### src/hdl/gtc_pkg.sv
// Shared constants, types and the control bundle of the transitive closure core.
package gtc_pkg;

    localparam int NODES  = 16;
    localparam int IDX_W  = $clog2(NODES);
    localparam int CNT_W  = IDX_W + 1;
    localparam int APB_AW = 3;
    localparam int APB_DW = 32;

    typedef logic [NODES-1:0]  row_t;
    typedef logic [IDX_W-1:0]  idx_t;
    typedef logic [CNT_W-1:0]  cnt_t;
    typedef logic [APB_AW-1:0] apb_addr_t;
    typedef logic [APB_DW-1:0] apb_data_t;

    // Register index of node_count, taken from paddr[2].
    localparam logic REG_NODE_COUNT = 1'b0;

    localparam cnt_t NODES_CNT = cnt_t'(NODES);

    // Command bundle broadcast from the sequencer to every cell.
    typedef struct packed {
        logic load;
        logic pass;
        logic shift;
        logic add_en;
        idx_t add_src;
        idx_t add_dst;
        idx_t pivot_k;
        row_t keep;
    } cell_ctl_t;

endpackage

### src/hdl/graph_transitive_closure_core.sv
// Top level of the transitive closure core: register port, sequencer and row cells.
//
// Edge beats (mode 0) are taken one per cycle while the core is idle and set one
// bit of the adjacency row held in the cell of the source vertex; edges with an
// endpoint at or beyond node_count are dropped. Below, n is node_count clamped to
// at most NODES. A closure beat (mode 1) loads every cell with its adjacency row,
// masked to the first n vertices, plus its own vertex bit in the accepting cycle,
// then runs n Warshall passes, one per cycle, with the pivot row broadcast to all
// cells. The rows then leave one per cycle while m_ready is high, through cell 0
// as the chain shifts toward it, and input is held off until the last row beat
// is taken. With node_count 0 a closure beat produces no rows and the core stays
// idle.
module graph_transitive_closure_core (
    input  logic               aclk,
    input  logic               aresetn,
    input  logic               psel,
    input  logic               penable,
    input  logic               pwrite,
    input  gtc_pkg::apb_addr_t paddr,
    input  gtc_pkg::apb_data_t pwdata,
    output gtc_pkg::apb_data_t prdata,
    output logic               pready,
    input  logic               s_valid,
    output logic               s_ready,
    input  logic               s_mode,
    input  gtc_pkg::idx_t      s_edge_from,
    input  gtc_pkg::idx_t      s_edge_to,
    output logic               m_valid,
    input  logic               m_ready,
    output gtc_pkg::idx_t      m_row_index,
    output gtc_pkg::row_t      m_reach_mask,
    output logic               m_last_row
);
    import gtc_pkg::*;

    cnt_t      node_count_reg;
    cell_ctl_t ctl;
    row_t      reach_rows [NODES];
    row_t      next_rows  [NODES];
    row_t      pivot_row;
    logic      cfg_write;

    assign pready    = 1'b1;
    assign cfg_write = psel && penable && pwrite && pready
                       && (paddr[2] == REG_NODE_COUNT);

    always_ff @(posedge aclk) begin
        if (!aresetn) begin
            node_count_reg <= NODES_CNT;
        end else if (cfg_write) begin
            node_count_reg <= pwdata[CNT_W-1:0];
        end
    end

    assign prdata = (paddr[2] == REG_NODE_COUNT) ? apb_data_t'(node_count_reg) : '0;

    gtc_ctrl u_ctrl (
        .aclk        (aclk),
        .aresetn     (aresetn),
        .node_count  (node_count_reg),
        .s_valid     (s_valid),
        .s_ready     (s_ready),
        .s_mode      (s_mode),
        .s_edge_from (s_edge_from),
        .s_edge_to   (s_edge_to),
        .m_valid     (m_valid),
        .m_ready     (m_ready),
        .m_row_index (m_row_index),
        .m_last_row  (m_last_row),
        .ctl         (ctl)
    );

    assign pivot_row = reach_rows[ctl.pivot_k];

    for (genvar i = 0; i < NODES; i++) begin : g_cell
        if (i == NODES - 1) begin : g_tail
            assign next_rows[i] = '0;
        end else begin : g_link
            assign next_rows[i] = reach_rows[i+1];
        end

        gtc_cell u_cell (
            .aclk      (aclk),
            .aresetn   (aresetn),
            .cell_idx  (idx_t'(i)),
            .ctl       (ctl),
            .pivot_row (pivot_row),
            .next_row  (next_rows[i]),
            .reach_row (reach_rows[i])
        );
    end

    assign m_reach_mask = reach_rows[0];

    // Input and output are never open at the same time.
    a_excl: assert property (@(posedge aclk) disable iff (!aresetn)
        !(s_ready && m_valid))
        else $error("input and output open together");

    // Every emitted row reaches its own vertex.
    a_self: assert property (@(posedge aclk) disable iff (!aresetn)
        m_valid |-> m_reach_mask[m_row_index])
        else $error("closure row misses its own vertex");

    // After the last row beat the core takes input again.
    a_done: assert property (@(posedge aclk) disable iff (!aresetn)
        (m_valid && m_ready && m_last_row) |=> s_ready)
        else $error("core not idle after last row");

    // An edge beat never produces a row.
    a_edge: assert property (@(posedge aclk) disable iff (!aresetn)
        (s_valid && s_ready && !s_mode) |=> !m_valid)
        else $error("edge beat produced a row");

endmodule

### src/hdl/gtc_cell.sv
// One row cell: holds an adjacency row and a closure row of the graph.
module gtc_cell (
    input  logic              aclk,
    input  logic              aresetn,
    input  gtc_pkg::idx_t     cell_idx,
    input  gtc_pkg::cell_ctl_t ctl,
    input  gtc_pkg::row_t     pivot_row,
    input  gtc_pkg::row_t     next_row,
    output gtc_pkg::row_t     reach_row
);
    import gtc_pkg::*;

    row_t edge_row_reg, edge_row_next;
    row_t reach_row_reg, reach_row_next;
    row_t self_bit;

    always_comb begin
        self_bit = '0;
        self_bit[cell_idx] = 1'b1;
    end

    always_comb begin
        edge_row_next = edge_row_reg;
        if (ctl.add_en && ctl.add_src == cell_idx) begin
            edge_row_next[ctl.add_dst] = 1'b1;
        end
    end

    // During a pass, a row that already reaches the pivot merges in its reach set.
    always_comb begin
        reach_row_next = reach_row_reg;
        if (ctl.load) begin
            reach_row_next = (edge_row_reg & ctl.keep) | self_bit;
        end else if (ctl.pass) begin
            if (reach_row_reg[ctl.pivot_k]) begin
                reach_row_next = reach_row_reg | pivot_row;
            end
        end else if (ctl.shift) begin
            reach_row_next = next_row;
        end
    end

    always_ff @(posedge aclk) begin
        if (!aresetn) begin
            edge_row_reg <= '0;
        end else begin
            edge_row_reg <= edge_row_next;
        end
    end

    always_ff @(posedge aclk) begin
        reach_row_reg <= reach_row_next;
    end

    assign reach_row = reach_row_reg;

endmodule

### src/hdl/gtc_ctrl.sv
// Sequencer: edge loading, closure passes and row output of the closure core.
module gtc_ctrl (
    input  logic               aclk,
    input  logic               aresetn,
    input  gtc_pkg::cnt_t      node_count,
    input  logic               s_valid,
    output logic               s_ready,
    input  logic               s_mode,
    input  gtc_pkg::idx_t      s_edge_from,
    input  gtc_pkg::idx_t      s_edge_to,
    output logic               m_valid,
    input  logic               m_ready,
    output gtc_pkg::idx_t      m_row_index,
    output logic               m_last_row,
    output gtc_pkg::cell_ctl_t ctl
);
    import gtc_pkg::*;

    typedef enum logic [2:0] {
        ST_IDLE = 3'b001,
        ST_PASS = 3'b010,
        ST_EMIT = 3'b100
    } ctrl_state_t;

    ctrl_state_t state_reg, state_next;
    idx_t cnt_reg, cnt_next;
    cnt_t n_eff;
    idx_t last_idx;
    logic cnt_last;
    logic s_beat;
    row_t keep;

    assign n_eff    = (node_count > NODES_CNT) ? NODES_CNT : node_count;
    assign last_idx = idx_t'(n_eff - cnt_t'(1));
    assign cnt_last = (cnt_reg == last_idx);

    always_comb begin
        for (int j = 0; j < NODES; j++) begin
            keep[j] = (cnt_t'(j) < n_eff);
        end
    end

    assign s_ready = (state_reg == ST_IDLE);
    assign s_beat  = s_valid && s_ready;
    assign m_valid = (state_reg == ST_EMIT);
    assign m_row_index = cnt_reg;
    assign m_last_row  = cnt_last;

    always_comb begin
        state_next = state_reg;
        cnt_next   = cnt_reg;
        unique case (state_reg)
            ST_IDLE: begin
                cnt_next = '0;
                if (s_beat && s_mode && n_eff != '0) begin
                    state_next = ST_PASS;
                end
            end
            ST_PASS: begin
                if (cnt_last) begin
                    state_next = ST_EMIT;
                    cnt_next   = '0;
                end else begin
                    cnt_next = cnt_reg + idx_t'(1);
                end
            end
            ST_EMIT: begin
                if (m_ready) begin
                    if (cnt_last) begin
                        state_next = ST_IDLE;
                        cnt_next   = '0;
                    end else begin
                        cnt_next = cnt_reg + idx_t'(1);
                    end
                end
            end
            default: begin
                state_next = ST_IDLE;
                cnt_next   = '0;
            end
        endcase
    end

    always_comb begin
        ctl.load    = s_beat && s_mode;
        ctl.pass    = (state_reg == ST_PASS);
        ctl.shift   = (state_reg == ST_EMIT) && m_ready;
        ctl.add_en  = s_beat && !s_mode && (cnt_t'(s_edge_from) < n_eff)
                      && (cnt_t'(s_edge_to) < n_eff);
        ctl.add_src = s_edge_from;
        ctl.add_dst = s_edge_to;
        ctl.pivot_k = cnt_reg;
        ctl.keep    = keep;
    end

    always_ff @(posedge aclk) begin
        if (!aresetn) begin
            state_reg <= ST_IDLE;
            cnt_reg   <= '0;
        end else begin
            state_reg <= state_next;
            cnt_reg   <= cnt_next;
        end
    end

endmodule

### config.mk
export PLATFORM = sky130hd
export DESIGN_NAME = graph_transitive_closure_core
export DESIGN_NICKNAME = d
export VERILOG_FILES = /design/src/hdl/gtc_pkg.sv /design/src/hdl/graph_transitive_closure_core.sv /design/src/hdl/gtc_cell.sv /design/src/hdl/gtc_ctrl.sv
export SDC_FILE = /design/constraint.sdc
export NUM_CORES = 1
export LEC_CHECK = 0
export BUFFER_PORTS_ARGS = -buffer_cell sky130_fd_sc_hd__buf_2
export CAP_MARGIN = 40
export CELL_PAD_IN_SITES_DETAIL_PLACEMENT = 0
export CELL_PAD_IN_SITES_GLOBAL_PLACEMENT = 1
export CORE_MARGIN = 5
export CORE_UTILIZATION = 45
export CTS_BUF_LIST = sky130_fd_sc_hd__clkbuf_8 sky130_fd_sc_hd__clkbuf_16
export DETAILED_ROUTE_END_ITERATION = 16
export HOLD_SLACK_MARGIN = 0.08
export PLACE_DENSITY_LB_ADDON = 0.12
export SLEW_MARGIN = 25
export SYNTH_ARGS = -nofsm -noshare
export SYNTH_HDL_FRONTEND = slang
export SYNTH_SLANG_ARGS = --single-unit
### constraint.sdc
create_clock -name aclk -period 7.2 [get_ports aclk]
set_input_delay 1.08 -clock aclk [delete_from_list [all_inputs] [get_ports aclk]]
set_output_delay 1.08 -clock aclk [all_outputs]
set_load 0.02 [all_outputs]
==> impl_metrics.csv <==
group,metric,value,unit
routing,drc_errors,0,
clock_network,cts_tree,"yes",
power,internal-power,5020,uW
floorplanning,die_h,250,um
synth,ys.flop_type,"dfxtp_1",
timing,fin_crit_sh,61.3,%
synth,syn_area_per_cell,9.48,um^2
timing,finalSetupViolCount,0,
global_route,grt_max_degree,145,
synth,syn_area,25800,um^2
floorplanning,fp.dieW,250,um
routing,wl_met1,38800,um
critical_path,crit_buf_inv,2,
clock_network,holdBufCountCts,0,
synth,syn_inst,2723,
synth,synth-edff-count,240,
clock_network,cts_resized,0,
critical_path,critPathKind,"flop to primary output",
synth,synth_cell_types,74,
finish,multi_input_area,12300,um^2
timing,finalHoldViolCount,0,
floorplanning,num_rows,87,
floorplanning,die_area,62300,um^2
power,power.leakage,0.00973,uW
synth,ys_seq_elements,508,
power,p_clk_share,43.6,%
min_path,worstHoldPathType,"flop to flop",
power,netSwitchingFraction,25.4,%
synth,synth_top_area_cell,"edfxtp_1",
global_route,grt_first_pass_wirelength,147000,um
finish,drive_gt1_share,14.3,%
finish,nFillCells,5258,
global_route,grt_pass1_vias,21100,
timing,fin_skew,15.6,ps
routing,drtAntennaViolNets,0,
clock_network,cts_inserted_buffers,56,
routing,wl_met2,46100,um
clock_network,numClockSinks,508,
synth,synth_warnings,0,
timing,tns,0,ps
place,place.gp.congestion,0.946,
timing,slew_violations,0,
critical_path,crit_chain,"inv_1 > nand2_1 > ha_1 > xor2_1 > xnor2_1 > a2111oi_4 > buf_2",
timing,rsz0062_at_grt,"false",
routing,dr.pass1.iters,8,
critical_path,cp_data_required_time,6120,ps
place,place_ws,3070,ps
finish,largest_reg_flops,256,
routing,wl_per_cell,29.0,um
critical_path,cp_max_fo,16,
global_route,grt.total_usage,31.2,%
clock_network,cts_root_buf,"clkbuf_16",
critical_path,arrival,3330,ps
finish,fin_nets,2748,
global_route,antenna_found_initial,0,
floorplanning,core_region_area,56600,um^2
finish,mostFrequentLayoutCells,"nand2_1, o21ai_0, dfxtp_1",
critical_path,slowest_delay,730,ps
timing,fmax,227,MHz
routing,viasPerCell,6.47,
critical_path,endpoint_kind,"primary output",
critical_path,cp_top_family,"flip-flops",
synth,async_flop_share,0,%
clock_network,insertion_delay,620,ps
synth,synthTopCellsByArea,"edfxtp_1, dfxtp_1, mux4_2",
power,p_per_area,233,nW/um^2
floorplanning,ioPinCount,107,
timing,slew_headroom,37.7,%
routing,routed_wl,101000,um
place,dp_hpwl,65900,um
critical_path,start_kind,"flop",
power,power_frac_seq,48.3,%
clock_network,clkTransAtPathRegs,60,ps
power,ir_drop,0.000172,V
finish,areaGrowthSynthToFinish,11.8,%
finish,regArea,12600,um^2
timing,tightest_slew,930,ps
timing,fin_crit,4410,ps
timing,finalWorstSetupSlack,2790,ps
clock_network,cts_setup_buffers,0,
run_status,status,"finished clean",
critical_path,slowest_stage,"dfxtp_1",
global_route,grt.overflow.total,0,
routing,highest_layer,"met4",
finish,final_util,51.0,%
synth,yosysTopAreaCellShare,27.9,%
place,io_buffer_count,49,
power,combPwrFrac,8.1,%
routing,wl_met3,10400,um
routing,vias,22600,
routing,drtIter0Drc,2629,
clock_network,htreeDepth,2,
finish,mostFrequentLayoutCell,"nand2_1",
clock_network,clock_path_buffers,3,
run,maxCapViolations,0,
floorplanning,start_util,45.6,%
power,p_switching,1710,uW
synth,ys_seq_area_share,48.7,%
[power by group through the flow]
stage	Combinational [uW]	Clock [uW]	Sequential [uW]
2_1_floorplan	314	0	3240
3_3_place_gp	492	0	3310
3_5_place_dp	523	0	3310
4_1_cts	524	2970	3250
5_1_grt	567	3080	3250
6_report	543	2940	3250
[area by class of cell]
class	instances	share of cell area [%]
sequential	508	43.6
multi-input combinational	1986	42.4
clock buffer	72	5.77
timing repair buffer	129	4.07
tap	756	3.28
clock inverter	32	0.750
inverter	8	0.104
antenna	1	0.00867
[stage by stage]
| step | instance area [um^2] | total power (uW) | std cells | hold slack [ps] |
|---|---|---|---|---|
| final | 28900 | 6730 | 3492 | 452 |
| after global routing | 28900 | 6900 | 3491 | 473 |
| after CTS | 28700 | 6740 | 3484 | 456 |
| after detailed placement | 26900 | 3830 | 3380 | 441 |
| after global placement | 26400 | 3800 | 3356 | 434 |
| after floorplan | 25900 | 3550 | 2749 | 425 |
[worst paths after layout]
kind                                                       start                                              to  slack, ps  cells past startpoint
hold reg to reg   g_cell[5].u_cell.edge_row_reg[15]$_SDFFE_PN0P_  g_cell[5].u_cell.edge_row_reg[15]$_SDFFE_PN0P_        450                      2
setup reg to reg                  node_count_reg[4]$_SDFFE_PN1P_  g_cell[0].u_cell.edge_row_reg[14]$_SDFFE_PN0P_       3170                     10
setup / recovery                  node_count_reg[4]$_SDFFE_PN1P_                                      m_last_row       2790                      7
hold / removal    g_cell[5].u_cell.edge_row_reg[15]$_SDFFE_PN0P_  g_cell[5].u_cell.edge_row_reg[15]$_SDFFE_PN0P_        450                      2
[worst register-to-register path, stage by stage (launching register included)]
cell       delay [ps]
dfxtp_1           730
inv_1             400
nand2_1           250
ha_1              140
nand2_1            40
o21ai_0           200
a2111oi_2         140
buf_2             190
a41oi_4           720
buf_4             800
o21ai_0           270
[per-layer routing]
layer	global-route usage (%)	vias up
met5	0	-
met4	15.6	0
met3	6.60	323
met2	49.1	1367
met1	41.1	11100
li1	-	9783
[cell families (layout without fill, tap and decap cells)]
group | count (synthesis) | after routing | share of synthesized area (%)
xor gates and xnor gates | 6 | 6 | 0.203
DFF | 508 | 508 | 48.7
and+or+nand+nor | 966 | 966 | 15.5
muxes | 165 | 165 | 12.2
adders and majority gates | 8 | 8 | 0.388
other | 2 | 29 | 0.0291
AOI/OAI and AO/OA | 813 | 813 | 18.0
buffers and inverters | 255 | 241 | 4.99
[Yosys cell counts (4+ instances only)]
cell type	n
nor2b_1	16
dfxtp_1	268
ha_1	8
a21oi_1	184
nand3_1	8
buf_2	37
o21ai_1	29
a41oi_1	4
nand2_1	601
buf_6	13
edfxtp_1	240
o31ai_1	4
nor2_2	5
mux2_2	9
o21ai_0	423
a211oi_1	10
buf_4	50
nor3_1	58
nor4_1	34
mux2i_1	37
o22ai_1	6
o211ai_1	30
a22o_1	18
a22oi_1	32
or3_1	4
xnor2_1	4
nor2_1	200
clkbuf_1	146
and3_1	5
nor3b_1	5
mux4_2	117
o221ai_1	13
nand2b_1	13
inv_1	8
a222oi_1	14
o21bai_1	14
No activity file was read; power rests on OpenSTA's default activity.
